`src/rtl/bpdc_pkg.sv`:
```
// shared types and constants for the button press duration classifier
`default_nettype none
package bpdc_pkg;

	localparam int unsigned CfgIdxW = 8;

	localparam logic [CfgIdxW-1:0] CFG_DEBOUNCE = 8'd0;
	localparam logic [CfgIdxW-1:0] CFG_SHORT    = 8'd1;
	localparam logic [CfgIdxW-1:0] CFG_MEDIUM   = 8'd2;
	localparam logic [CfgIdxW-1:0] CFG_LONG     = 8'd3;

	localparam logic [7:0]  DEBOUNCE_RST = 8'd5;
	localparam logic [15:0] SHORT_RST    = 16'd3000;
	localparam logic [15:0] MEDIUM_RST   = 16'd5000;
	localparam logic [15:0] LONG_RST     = 16'd10000;

	localparam logic [7:0]  STABLE_MAX = 8'hFF;
	localparam logic [15:0] PRESS_MAX  = 16'hFFFF;

	localparam logic [1:0] BLINK_NONE = 2'd0;
	localparam logic [1:0] BLINK_SLOW = 2'd1;
	localparam logic [1:0] BLINK_FAST = 2'd2;

	localparam logic [1:0] CLASS_NONE   = 2'd0;
	localparam logic [1:0] CLASS_SHORT  = 2'd1;
	localparam logic [1:0] CLASS_MEDIUM = 2'd2;
	localparam logic [1:0] CLASS_LONG   = 2'd3;

	typedef struct packed {
		logic [7:0]  debounce_ticks;
		logic [15:0] short_press_ticks;
		logic [15:0] medium_press_ticks;
		logic [15:0] long_press_ticks;
	} cfg_t;

	typedef struct packed {
		logic       debounced_level;
		logic [1:0] press_class;
		logic [1:0] blink_mode;
		logic       blink_restart;
		logic       calibrate_request;
		logic       link_reset_request;
	} result_t;

endpackage
`default_nettype wire

```
`src/rtl/bpdc_cfg_regs.sv`:
```
// configuration register file for the press classifier
`default_nettype none
module bpdc_cfg_regs import bpdc_pkg::*; (
	input  wire logic               clk,
	input  wire logic               arst_n,
	input  wire logic               cfg_valid,
	output logic                    cfg_ready,
	input  wire logic [CfgIdxW-1:0] cfg_index,
	input  wire logic [15:0]        cfg_data,
	output cfg_t                    cfg
);

	cfg_t cfg_q;

	assign cfg_ready = 1'b1;
	assign cfg       = cfg_q;

	always_ff @(posedge clk or negedge arst_n) begin
		if (!arst_n) begin
			cfg_q.debounce_ticks     <= DEBOUNCE_RST;
			cfg_q.short_press_ticks  <= SHORT_RST;
			cfg_q.medium_press_ticks <= MEDIUM_RST;
			cfg_q.long_press_ticks   <= LONG_RST;
		end else if (cfg_valid && cfg_ready) begin
			unique case (cfg_index)
				CFG_DEBOUNCE: cfg_q.debounce_ticks     <= cfg_data[7:0];
				CFG_SHORT:    cfg_q.short_press_ticks  <= cfg_data;
				CFG_MEDIUM:   cfg_q.medium_press_ticks <= cfg_data;
				CFG_LONG:     cfg_q.long_press_ticks   <= cfg_data;
				default:      ;
			endcase
		end
	end

endmodule
`default_nettype wire

```
`src/rtl/bpdc_core.sv`:
```
// debounce and press classification state with its per-tick update
`default_nettype none
module bpdc_core import bpdc_pkg::*; (
	input  wire logic clk,
	input  wire logic arst_n,
	input  wire logic step,
	input  wire logic raw,
	input  wire cfg_t cfg,
	output result_t   res,
	output logic [1:0] blink_state
);

	logic        prev_raw_q;
	logic [7:0]  stable_q;
	logic        level_q;
	logic [15:0] press_q;
	logic        short_q, medium_q, long_q;
	logic [1:0]  blink_q;

	logic        prev_raw_d;
	logic [7:0]  stable_d;
	logic        level_d;
	logic [15:0] press_d;
	logic        short_d, medium_d, long_d;
	logic [1:0]  blink_d;
	logic        restart, calib, linkrst;
	logic        timing;

	assign timing = (press_q != '0);

	always_comb begin
		prev_raw_d = raw;
		stable_d   = stable_q;
		level_d    = level_q;
		press_d    = press_q;
		short_d    = short_q;
		medium_d   = medium_q;
		long_d     = long_q;
		blink_d    = blink_q;
		restart    = 1'b0;
		calib      = 1'b0;
		linkrst    = 1'b0;

		if (raw != prev_raw_q)
			stable_d = '0;
		else if (stable_q != STABLE_MAX)
			stable_d = stable_q + 8'd1;

		if ((stable_d > cfg.debounce_ticks) || timing) begin
			if ((raw != level_q) || timing) begin
				level_d = raw;
				if (raw && (press_q < cfg.short_press_ticks))
					press_d = '0;
				if (!raw || (press_d != '0)) begin
					if (press_d != PRESS_MAX)
						press_d = press_d + 16'd1;

					// short window
					if ((press_d >= cfg.short_press_ticks &&
					     press_d <= cfg.medium_press_ticks) || short_d) begin
						if (!short_d)
							restart = 1'b1;
						short_d  = 1'b1;
						medium_d = 1'b0;
						long_d   = 1'b0;
						blink_d  = BLINK_SLOW;
						if (raw) begin
							press_d = '0;
							short_d = 1'b0;
							calib   = 1'b1;
						end
					end
					// medium window
					if ((press_d >= cfg.medium_press_ticks &&
					     press_d <= cfg.long_press_ticks) || medium_d) begin
						if (!medium_d)
							restart = 1'b1;
						short_d  = 1'b0;
						medium_d = 1'b1;
						long_d   = 1'b0;
						blink_d  = BLINK_SLOW;
						if (raw) begin
							press_d  = '0;
							medium_d = 1'b0;
						end
					end
					// long window
					if ((press_d >= cfg.long_press_ticks) || long_d) begin
						if (!long_d)
							restart = 1'b1;
						short_d  = 1'b0;
						medium_d = 1'b0;
						long_d   = 1'b1;
						blink_d  = BLINK_FAST;
						if (raw) begin
							press_d = '0;
							long_d  = 1'b0;
							linkrst = 1'b1;
						end
					end
				end
			end
		end else begin
			level_d = 1'b1;
		end
	end

	always_comb begin
		res.debounced_level    = level_d;
		res.press_class        = long_d ? CLASS_LONG : medium_d ? CLASS_MEDIUM :
		                         short_d ? CLASS_SHORT : CLASS_NONE;
		res.blink_mode         = blink_d;
		res.blink_restart      = restart;
		res.calibrate_request  = calib;
		res.link_reset_request = linkrst;
	end

	assign blink_state = blink_q;

	always_ff @(posedge clk or negedge arst_n) begin
		if (!arst_n) begin
			prev_raw_q <= 1'b1;
			stable_q   <= '0;
			level_q    <= 1'b0;
			press_q    <= '0;
			short_q    <= 1'b0;
			medium_q   <= 1'b0;
			long_q     <= 1'b0;
			blink_q    <= BLINK_NONE;
		end else if (step) begin
			prev_raw_q <= prev_raw_d;
			stable_q   <= stable_d;
			level_q    <= level_d;
			press_q    <= press_d;
			short_q    <= short_d;
			medium_q   <= medium_d;
			long_q     <= long_d;
			blink_q    <= blink_d;
		end
	end

endmodule
`default_nettype wire

```
`src/rtl/button_press_duration_classifier_core.sv`:
```
// top level of the debounced button press duration classifier
//
// each input beat is one millisecond tick carrying the raw active-low pin
// level; each tick yields exactly one result beat with the debounced level,
// the latched press category, the blink mode and three one-tick pulses
// (blink restart, calibrate request, link reset request)
// input beat: in_valid high and in_stall low; result beat: out_valid high
// and out_stall low
// the input beat is captured in the input register, its state update is
// combinational and the result is captured in the result register, which
// drives out_valid; throughput: one tick per cycle while out_stall is low,
// set by the combinational state update between the two registers
// a stalled result holds in the result register; one more tick waits in
// the input register, after which in_stall rises
// configuration: cfg_valid/cfg_ready write with cfg_index 0..3 for
// debounce, short, medium and long thresholds; other indexes are ignored;
// cfg_ready is always high, write only while the block is idle
// reset: all state and thresholds return to their defaults, both
// registers empty, no clearing pass
`default_nettype none
module button_press_duration_classifier_core import bpdc_pkg::*; (
	input  wire logic               clk,
	input  wire logic               arst_n,
	input  wire logic               in_valid,
	output logic                    in_stall,
	input  wire logic               button_level,
	output logic                    out_valid,
	input  wire logic               out_stall,
	output logic                    debounced_level,
	output logic [1:0]              press_class,
	output logic [1:0]              blink_mode,
	output logic                    blink_restart,
	output logic                    calibrate_request,
	output logic                    link_reset_request,
	input  wire logic               cfg_valid,
	output logic                    cfg_ready,
	input  wire logic [CfgIdxW-1:0] cfg_index,
	input  wire logic [15:0]        cfg_data
);

	cfg_t       cfg;
	result_t    res;
	result_t    res_s2;
	logic       valid_s1, level_s1;
	logic       valid_s2;
	logic       advance;
	logic [1:0] blink_state;

	bpdc_cfg_regs u_cfg (
		.clk       (clk),
		.arst_n    (arst_n),
		.cfg_valid (cfg_valid),
		.cfg_ready (cfg_ready),
		.cfg_index (cfg_index),
		.cfg_data  (cfg_data),
		.cfg       (cfg)
	);

	assign advance  = !valid_s2 || !out_stall;
	assign in_stall = valid_s1 && !advance;

	always_ff @(posedge clk or negedge arst_n) begin
		if (!arst_n)
			valid_s1 <= 1'b0;
		else if (!in_stall)
			valid_s1 <= in_valid;
	end

	always_ff @(posedge clk) begin
		if (in_valid && !in_stall)
			level_s1 <= button_level;
	end

	bpdc_core u_core (
		.clk         (clk),
		.arst_n      (arst_n),
		.step        (valid_s1 && advance),
		.raw         (level_s1),
		.cfg         (cfg),
		.res         (res),
		.blink_state (blink_state)
	);

	always_ff @(posedge clk or negedge arst_n) begin
		if (!arst_n)
			valid_s2 <= 1'b0;
		else if (advance)
			valid_s2 <= valid_s1;
	end

	always_ff @(posedge clk) begin
		if (advance && valid_s1)
			res_s2 <= res;
	end

	assign out_valid          = valid_s2;
	assign debounced_level    = res_s2.debounced_level;
	assign press_class        = res_s2.press_class;
	assign blink_mode         = res_s2.blink_mode;
	assign blink_restart      = res_s2.blink_restart;
	assign calibrate_request  = res_s2.calibrate_request;
	assign link_reset_request = res_s2.link_reset_request;

	// a latched category always comes with a blink selection
	a_class_blink: assert property (@(posedge clk) disable iff (!arst_n)
		(out_valid && press_class != CLASS_NONE) |-> (blink_mode != BLINK_NONE))
		else $error("press class latched without blink mode");

	// blink selection never returns to none
	a_blink_sticky: assert property (@(posedge clk) disable iff (!arst_n)
		(blink_state != BLINK_NONE) |=> (blink_state != BLINK_NONE))
		else $error("blink selection fell back to none");

	// input side only stalls with a tick waiting behind a stalled result
	a_stall_cause: assert property (@(posedge clk) disable iff (!arst_n)
		in_stall |-> (valid_s1 && valid_s2 && out_stall))
		else $error("input stalled without a full pipeline");

endmodule
`default_nettype wire
```
`config.mk`:
```
export PLATFORM = sky130hd
export DESIGN_NAME = button_press_duration_classifier_core
export DESIGN_NICKNAME = d
export VERILOG_FILES = /design/src/rtl/bpdc_pkg.sv /design/src/rtl/bpdc_cfg_regs.sv /design/src/rtl/bpdc_core.sv /design/src/rtl/button_press_duration_classifier_core.sv
export SDC_FILE = /design/constraint.sdc
export NUM_CORES = 1
export LEC_CHECK = 0
export ABC_AREA = 0
export BUFFER_PORTS_ARGS = -buffer_cell sky130_fd_sc_hd__buf_2
export CAP_MARGIN = 15
export CORE_MARGIN = 5
export CORE_UTILIZATION = 30
export DETAILED_ROUTE_END_ITERATION = 7
export PLACE_DENSITY = 0.45
export SLEW_MARGIN = 20
export SYNTH_ARGS = -nofsm -noshare
export SYNTH_HDL_FRONTEND = slang
export SYNTH_SLANG_ARGS = --single-unit
```
`constraint.sdc`:
```
create_clock -name clk -period 21.9 [get_ports clk]
set_clock_uncertainty 0.1 [all_clocks]
set_input_delay 2.19 -clock clk [delete_from_list [all_inputs] [get_ports clk]]
set_output_delay 2.19 -clock clk [all_outputs]
set_load 0.02 [all_outputs]
```
=== Yosys cells after proc, flatten, opt, wreduce, memory -nomap -nowiden ===
Index checks and enable logic that the tools add are counted.

* $add $sub $neg: 2
* $lt $le $gt $ge: 7
* Equal/unequal tests: 7
* Muxes and demuxes: 64
* Reduce and logical (&&, ||, !) cells: 30

{| class="wikitable"
|+ Operators with widths
! cell !! count
|-
| 16-bit two-way mux || 20
|-
| 16-bit >= comparator || 3
|-
| 1-bit two-way mux || 36
|-
| 16-bit <= comparator || 2
|-
| 16-bit nonzero test || 2
|-
| 16-bit by 1-bit adder with 16-bit output, second input constant || 1
|-
| 8-bit by 2-bit equality test with 1-bit output, second input constant || 2
|-
| 16-bit less-than comparator || 1
|-
| 8-bit two-way mux || 2
|-
| 16-bit != test, second input constant || 1
|-
| 2-bit two-way mux || 6
|-
| 8-bit by 1-bit adder with 8-bit output, second input constant || 1
|-
| 8-bit by 1-bit equality test with 1-bit output, second input constant || 1
|-
| 8-bit greater-than comparator || 1
|-
| 8-bit logical NOT || 1
|-
| 8-bit != test, second input constant || 1
|-
| 2-bit AND reduction || 4
|-
| 4-bit AND reduction || 2
|-
| 1-bit logical OR || 7
|-
| 1-bit logical AND || 6
|-
| 3-bit AND reduction || 2
|-
| 1-bit logical NOT || 5
|-
| 1-bit != test || 2
|-
| 2-bit OR reduction || 1
|}

* Flip-flop bits (word level): 98
* Output and inout port bits: 11
* Word-level logic and storage cells: 132

=== Depth between registers and ports, before layout ===
Gate-level depths: netlist of the first run.

* Word-level depth: 33
* Gate-level depth with buffers: 49

=== By module ===
From an unflattened synthesis of the first run, not the netlist that was laid out.

* Cell total of the unflattened synthesis: 781
* Area, all modules: 7626.1 um^2

{| class="wikitable"
|+ By module, submodules not included
! module !! instances !! cells an instance !! area an instance (um^2)
|-
| bpdc_core || 1 || 639 || 5003.5
|-
| bpdc_cfg_regs || 1 || 125 || 2259.7
|-
| button_press_duration_classifier_core || 1 || 17 || 362.8
|}

=== Worst setup path before layout of the first run ===
No wires, ideal clock.

* Path type: flip-flop to flip-flop
* Start point: register u_cfg.cfg_q (netlist bit u_cfg.cfg[39])
* End point: register u_core.press_q[7]
* Arrival: 9.384 ns
* Required time: 21.728 ns
* Path slack: 12.343 ns
* Stages on the path, launching flop included: 49
* Buffers on the path: 7
* Period minus slack after synthesis: 9.557 ns
* Cell sequence: dfstp_2 > inv_1 > ha_1 > a21oi_1 > o21ai_0 > a221o_1 > o31ai_1 > clkbuf_1 > inv_1 > nand2_1 > inv_1 > ha_1 > and2_0 > nand2_1 > nand4_1 > xor2_1 > or2_2 > inv_1 > [13 not listed] > o21ai_1 > o311ai_1 > a22o_4 > or4b_1 > buf_2 > and2_0 > clkbuf_1 > buf_2 > nor2_1 > ha_1 > and4_1 > a221oi_1 > o31a_1 > clkbuf_1 > nand2_1 > o311a_4 > buf_6 > nor2_1

* Cells in the longest elaborated chain, start to end: 28
* Elaborated cells on any way between the ends: 45
* Those cells by class: 1 x add/sub; 6 x order compare; 1 x eq/ne; 29 x mux; 8 x reduce/logical

{| class="wikitable"
|+ Ends and longest elaborated chain
! element !! RTL line !! text
|-
| from (decl) || bpdc_cfg_regs.sv:13 || <nowiki>cfg_t cfg_q;</nowiki>
|-
| 16-bit less-than comparator || bpdc_core.sv:52 || <nowiki>if (raw && (press_q < cfg.short_press_ticks))</nowiki>
|-
| 1-bit logical AND || bpdc_core.sv:52 ||
|-
| 16-bit two-way mux || bpdc_core.sv:52 ||
|-
| 16-bit two-way mux || bpdc_core.sv:50 || <nowiki>if ((raw != level_q) || timing) begin</nowiki>
|-
| 16-bit two-way mux || bpdc_core.sv:49 || <nowiki>if ((stable_d > cfg.debounce_ticks) || timing) begin</nowiki>
|-
| 16-bit by 1-bit adder with 16-bit output or 16-bit != test (tied branches) || bpdc_core.sv:56, bpdc_core.sv:55 ||
|-
| 16-bit two-way mux || bpdc_core.sv:55 || <nowiki>if (press_d != PRESS_MAX)</nowiki>
|-
| 16-bit two-way mux || bpdc_core.sv:54 || <nowiki>if (!raw || (press_d != '0)) begin</nowiki>
|-
| [12 not listed] || -- ||
|-
| 16-bit two-way mux || bpdc_core.sv:74 || <nowiki>if ((press_d >= cfg.medium_press_ticks &&</nowiki>
|-
| 16-bit two-way mux || bpdc_core.sv:54 ||
|-
| 16-bit two-way mux || bpdc_core.sv:50 ||
|-
| 16-bit two-way mux || bpdc_core.sv:49 ||
|-
| 16-bit >= comparator || bpdc_core.sv:88 || <nowiki>if ((press_d >= cfg.long_press_ticks) || long_d) begin</nowiki>
|-
| 1-bit logical OR || bpdc_core.sv:88 ||
|-
| 16-bit two-way mux || bpdc_core.sv:88 ||
|-
| 16-bit two-way mux * || bpdc_core.sv:54 ||
|-
| to (signal assigned) || bpdc_core.sv:134 || <nowiki>press_q <= press_d;</nowiki>
|-
| to (decl) || bpdc_core.sv:16 || <nowiki>logic [15:0] press_q;</nowiki>
|}

Every way passes the cells marked *; elsewhere a longest branch is shown, timed or not. The select of a mux whose other input is x is not followed.
A chain may end at the register's enable or synchronous reset.

=== Worst setup path in the final report of the first run ===
* Start point: register u_cfg.cfg_q (netlist bit u_cfg.cfg[43])
* End point: register u_core.press_q[2]

Same word-level chain as after synthesis.

==> results of run 1 <==
power breakdown:
part | internal, µW | switching [µW]
sequential | 193 | 5.73
clock | 76.6 | 75.0
combinational | 29.7 | 49.5
cell type report:
cell class	instances	area (µm²)
Fill cell	2513	16010
Multi-Input combinational cell	584	4402
Sequential cell	98	2522
Tap cell	324	405.4
Inverter	82	307.8
Timing Repair Buffer	47	261.5
Clock buffer	9	225.2
Clock inverter	7	43.79
metrics by stage:
stage / utilization / hold slack [ns] / worst slack (ns) / cell area, µm² / std cells
finish: 0.3378 / 0.3790 / 10.95 / 8168 / 1151
global route: 0.3378 / 0.3990 / 10.19 / 8168 / 1151
CTS: 0.3377 / 0.3866 / 11.03 / 8164 / 1151
detailed placement: 0.3266 / 0.3701 / 11.03 / 7895 / 1135
global placement: 0.3266 / 0.3683 / 11.32 / 7895 / 1135
floorplan: - / 0.3500 / 12.34 / 7311 / 785
registers in the layout, summed over array words and instances (netlist names):
signal	flops
level_s1	1
blink_mode	2
u_core.short_q	1
blink_restart	1
u_core.blink_state	2
link_reset_request	1
out_valid	1
u_core.long_q	1
u_cfg.cfg	56
valid_s1	1
u_core.medium_q	1
u_core.stable_q	8
press_class	2
u_core.prev_raw_q	1
debounced_level	1
calibrate_request	1
u_core.press_q	16
u_core.level_q	1
routing by layer:
layer	up-vias	GRT usage	share of wire
met4	0	0.03085	0.011
met2	94	0.2301	0.43
met5	-	0	0
met1	2806	0.2234	0.52
li1	2882	-	-
met3	18	0.02166	0.032
synth_stat cells (3+ instances only):
library cell and number:
ha_1 106, inv_1 82, nand2_1 76, dfrtp_1 69, nor2_1 53, mux2_2 50
a21oi_1 40, o21ai_0 34, nand3_1 21, dfstp_2 20, nand4_1 18, clkbuf_1 17
nor3_1 14, a21o_1 12, o31ai_1 12, xor2_1 11, edfxtp_1 9, nand2b_1 9
a211oi_1 7, a21oi_2 7, nor4_1 7, o211ai_1 7, or2_2 7, and3_1 6
mux2i_1 6, o21a_1 6, xnor2_1 6, and2_1 5, nor2b_1 5, a211o_1 4
and4_1 4, nand3b_1 3, nor3b_1 3, o22ai_1 3, o2bb2ai_1 3
cells by family (layout without fill, tap and decap cells):
logic type                 count (synthesis)  count (layout)
buffers and inverters                    103             145
other                                      1               1
and+or+nand+nor                          245             245
adders and majority gates                106             106
muxes                                     56              56
DFF                                       98              98
xor gates and xnor gates                  17              17
AOI/OAI and AO/OA                        159             159
worst min path at each step:
stage | cells after the start | endpoint | from | slack (ns)
after detailed placement | 1 | u_core.blink_state[0] | u_core.blink_state[0] | 0.37
after CTS | 1 | u_core.blink_state[0] | u_core.blink_state[0] | 0.39
after global routing | 1 | u_core.blink_state[0] | u_core.blink_state[0] | 0.40
after floorplan | 1 | u_core.blink_state[0] | u_core.blink_state[0] | 0.35
after global placement | 1 | u_core.blink_state[0] | u_core.blink_state[0] | 0.37
final | 1 | u_core.blink_state[0] | u_core.blink_state[0] | 0.38
==> qor.txt, run 1 <==
syn nets: 921
Slowest Stage Delay on Critical Path: 0.62 ns
Top Ports: 41
CP required: 22.07 ns
Clk Tree Root Cell: clkbuf_16
Synth area leader: dfrtp_1
Leak: 0.003838 µW
Slew headroom: 0.3218
RSZ-0062 raised after global routing: false
die area: 27590 µm²
synth-to-layout area growth: 11.72%
setup TNS: 0 ns
area fraction in compound gates after synthesis: 0.1460
post-route antenna net violation count: 0
CTS tree: yes
Ys Warns: 0
Total Routing Usage GR: 0.1495
initial antenna violation count: 0
chip height: 166.1 µm
XOR/XNOR share of the synthesized area: 0.02037
Period Utilization, post-route: 0.4999
pin count of the biggest net entering global routing: 72
Critical Path End Type: register
post-synthesis simple-gate area fraction: 0.1667
most used cell, CP: ha_1
asr flop ratio synth: 0.9082
Syn Area/Cell: 9.313 µm²
Area contributors post-synth: dfrtp_1 (24%), ha_1 (18%), mux2_2 (7.7%), dfstp_2 (7.2%), inv_1 (4.2%)
setup violators final: 0
Slew Limit Fails: 0
Routed WL per cell: 17.70 µm
register area share after synthesis: 0.3450
Worst path top cell family by delay: simple AND/OR/NAND/NOR gates
Bufs on Longest Clock Path: 2
Period minus WS final: 10.95 ns
crit path launch: u_cfg.cfg[43]
Reg clk slew, reported paths: 0.07 ns
fmax: 91.35 MHz
overall power: 430.1 µW
Slew @ Worst Pin: 1.014 ns
Peak VDD IR: 0.03095 mV
Post-CTS Setup Repair Bufs: 0
r2r endpoint: u_core.press_q[2]
Core ar.: 24180 µm²
reg2reg setup slack: 10.95 ns
via count: 5800
r2r worst-path depth: 41
Crit Path Max Fanout: 16
Adder-Cell Fraction of Synth Area: 0.1814
ys flop type: dfrtp_1
port bufs: 39
max cap viols: 0
Fin. Hold Viols: 0
most common cell after layout, fill and taps aside: ha_1
nets@finish: 958
Critical Path End: u_core.press_q[2]
global route overflow: 0
Die X: 166.1 µm
share of cells above drive strength 1: 0.1838
WP depth: 41
largest family of logic cells by synthesized area: adder cells
DRT iter0 DRCs: 252
Clock Latency Late Sink: 0.36 ns
Yosys top cell area share: 0.2362
CTS Hold Bufs: 0
Hold/Removal Path Class: register to register
vias in the first global route: 5768
CP startpoint kind: register
Worst R2R Start: u_cfg.cfg[43]
Worst EP arrival: 11.11 ns
Crit Path Class: register to register
first-pass GRT wire length: 32.74 mm
effective utilization at floorplan: 0.3024
CTS H-tree depth: 3
Detailed Route WL: 20.37 mm
drt first pass iters: 5
routability congestion estimate: 0.8237
crit path buf inv count: 5
EDFF count, synth: 9
mux share of post-synthesis cell area: 0.08523
#FFs+latches synth: 98
synthesized area: 7311 µm²
TritonCTS Buffers: 9
DP Wirelength: 15.95 mm
drt drc: 0
clk sink count: 98
PostCTS Resize Cnt: 0
antenna diode count: 0
Netlist cell types: 68
status: finished, final reports clean
Via density: 5.039
most frequent cells in the layout: ha_1 (106), inv_1 (82), nand2_1 (76)
PD cells: 52.65 nW/µm²
Mapped Cells: 785
Critical-path top delay cell: or4b_1
Rows: 57
Note: power is estimated with default switching activity, not from simulation.
==> run 2: changes to the inputs <==
==> constraint.sdc (replaced) <==
create_clock -name clk -period 10.8 [get_ports clk]
set_clock_uncertainty 0.1 [all_clocks]
set_input_delay 1.08 -clock clk [delete_from_list [all_inputs] [get_ports clk]]
set_output_delay 1.08 -clock clk [all_outputs]
set_load 0.02 [all_outputs]
==> qor.txt, run 2 (synthesis gave the netlist of run 1 again) <==
Hold Path Sink: u_core.blink_state[0]
r2r worst-path depth: 42
TritonCTS Buffers: 9
Post-CTS Setup Repair Bufs: 0
port bufs: 39
status: finished, final reports clean
CP required: 10.91 ns
Crit Path Class: register to register
RSZ-0062 raised after global routing: false
Worst EP arrival: 10.10 ns
setup violators final: 0
Hold/Removal Path Class: register to register
Hold Crit Depth: 1
Gate power share: 0.183
Bufs on Longest Clock Path: 2
reg2reg setup slack: 0.81 ns
setup TNS: 0 ns
fmax: 100.1 MHz
Slew headroom: 0.3117
routability congestion estimate: 0.8405
post-route antenna net violation count: 0
chip height: 166.1 µm
most frequent cells in the layout: ha_1 (106), inv_1 (82), nand2_1 (76)
Routed WL per cell: 17.92 µm
Rows: 57
Clk Tree Root Cell: clkbuf_16
synth-to-layout area growth: 12.85%
PD cells: 109.4 nW/µm²
Critical Path End Type: register
Top Ports: 41
share of cells above drive strength 1: 0.1933
CTS H-tree depth: 3
Period minus WS final: 9.991 ns
antenna diode count: 0
CP startpoint kind: register
DP Wirelength: 16.36 mm
Clk network pwr share: 0.369
global route overflow: 0
nets@finish: 964
DRT iter0 DRCs: 233
Slowest Stage Delay on Critical Path: 0.53 ns
Worst R2R Start: u_cfg.cfg[43]
hold_sp: u_core.blink_state[0]
most common cell after layout, fill and taps aside: ha_1
r2r endpoint: press_class[0]
initial antenna violation count: 0
Via density: 5.008
register area: 2522 µm²
drt drc: 0
pin count of the biggest net entering global routing: 71
fill cell count: 2505
Period Utilization, post-route: 0.9251
area of the multi-input gates: 4412 µm²
via count: 5794
most used cell, CP: ha_1
effective utilization at floorplan: 0.3024
sw frac: 0.2974
PostCTS Resize Cnt: 0
Core ar.: 24180 µm²
Sequential Power Share: 0.448
Fin. Hold Viols: 0
Total Routing Usage GR: 0.1495
Slew Limit Fails: 0
Detailed Route WL: 20.74 mm
Internal: 634.5 µW
Non-Filler Instances: 1157
Die X: 166.1 µm
Largest register FFs: 56
Inst Count DP: 1140
max cap viols: 0
die area: 27590 µm²
clk sink count: 98
Leak: 0.003887 µW
Critical-path top delay cell: dfstp_2
first-pass GRT wire length: 32.74 mm
Crit Path Max Fanout: 16
vias in the first global route: 5745
P_sw: 268.5 µW
CTS Hold Bufs: 0
drt first pass iters: 5
Slew @ Worst Pin: 1.025 ns
CTS tree: yes
Reg clk slew, reported paths: 0.07 ns
Peak VDD IR: 0.06724 mV
Clock Latency Late Sink: 0.35 ns
-- run 2: final cells by class --
class | count | share of cell area
inverters | 82 | 0.03731
clock buffers | 9 | 0.02730
flip-flops and latches | 98 | 0.3057
repair buffers | 53 | 0.03761
well taps | 324 | 0.04914
multi-input cells | 584 | 0.5347
clock inverters | 7 | 0.008189
-- run 2: worst max-delay path by stage --
stage,from,to,slack (ns),depth (start not counted)
after floorplan,u_cfg.cfg[39],u_core.press_q[7],1.24,48
after global placement,u_cfg.cfg[43],press_class[0],0.53,42
after detailed placement,u_cfg.cfg[43],u_core.press_q[2],0.42,42
after CTS,u_cfg.cfg[43],u_core.press_q[2],0.35,42
after global routing,u_cfg.cfg[43],u_core.press_q[2],0.04,42
final,u_cfg.cfg[43],press_class[0],0.81,42
-- run 2: metal layers --
metal | global-route usage | routed length (µm)
met1 | 0.2256 | 10970
met4 | 0.03121 | 237
met3 | 0.02047 | 572
met2 | 0.2283 | 8952
met5 | 0 | 0
-- run 2: worst max-delay path, delay by kind of cell (launching register included) --
family	cells	cell delay, ns
AOI/OAI and AO/OA	12	2.33
adders and majority gates	5	1.51
buffers and inverters	6	0.80
DFF	1	0.53
muxes	1	0.26
and+or+nand+nor	18	4.30
-- run 2: per-stage QoR --
stage               hold WS (ns)  utilization  setup slack (ns)  total power (µW)  cell area, µm²
floorplan                 0.3500            -             1.243             515.9            7311
global placement          0.3654       0.3281            0.5335             575.9            7933
detailed placement        0.3713       0.3281            0.4184             576.6            7933
CTS                       0.3897       0.3402            0.3517             914.6            8225
global route              0.4230       0.3413           0.03979             947.5            8250
finish                    0.3868       0.3413            0.8093             903.0            8250
-- run 2: power groups by stage --
stage / clock network, µW / logic (µW) / registers [µW]
CTS: 344 / 166 / 405
finish: 333 / 165 / 405
detailed placement: 0 / 165 / 411
global route: 356 / 185 / 407
global placement: 0 / 165 / 411
floorplan: 0 / 106 / 410
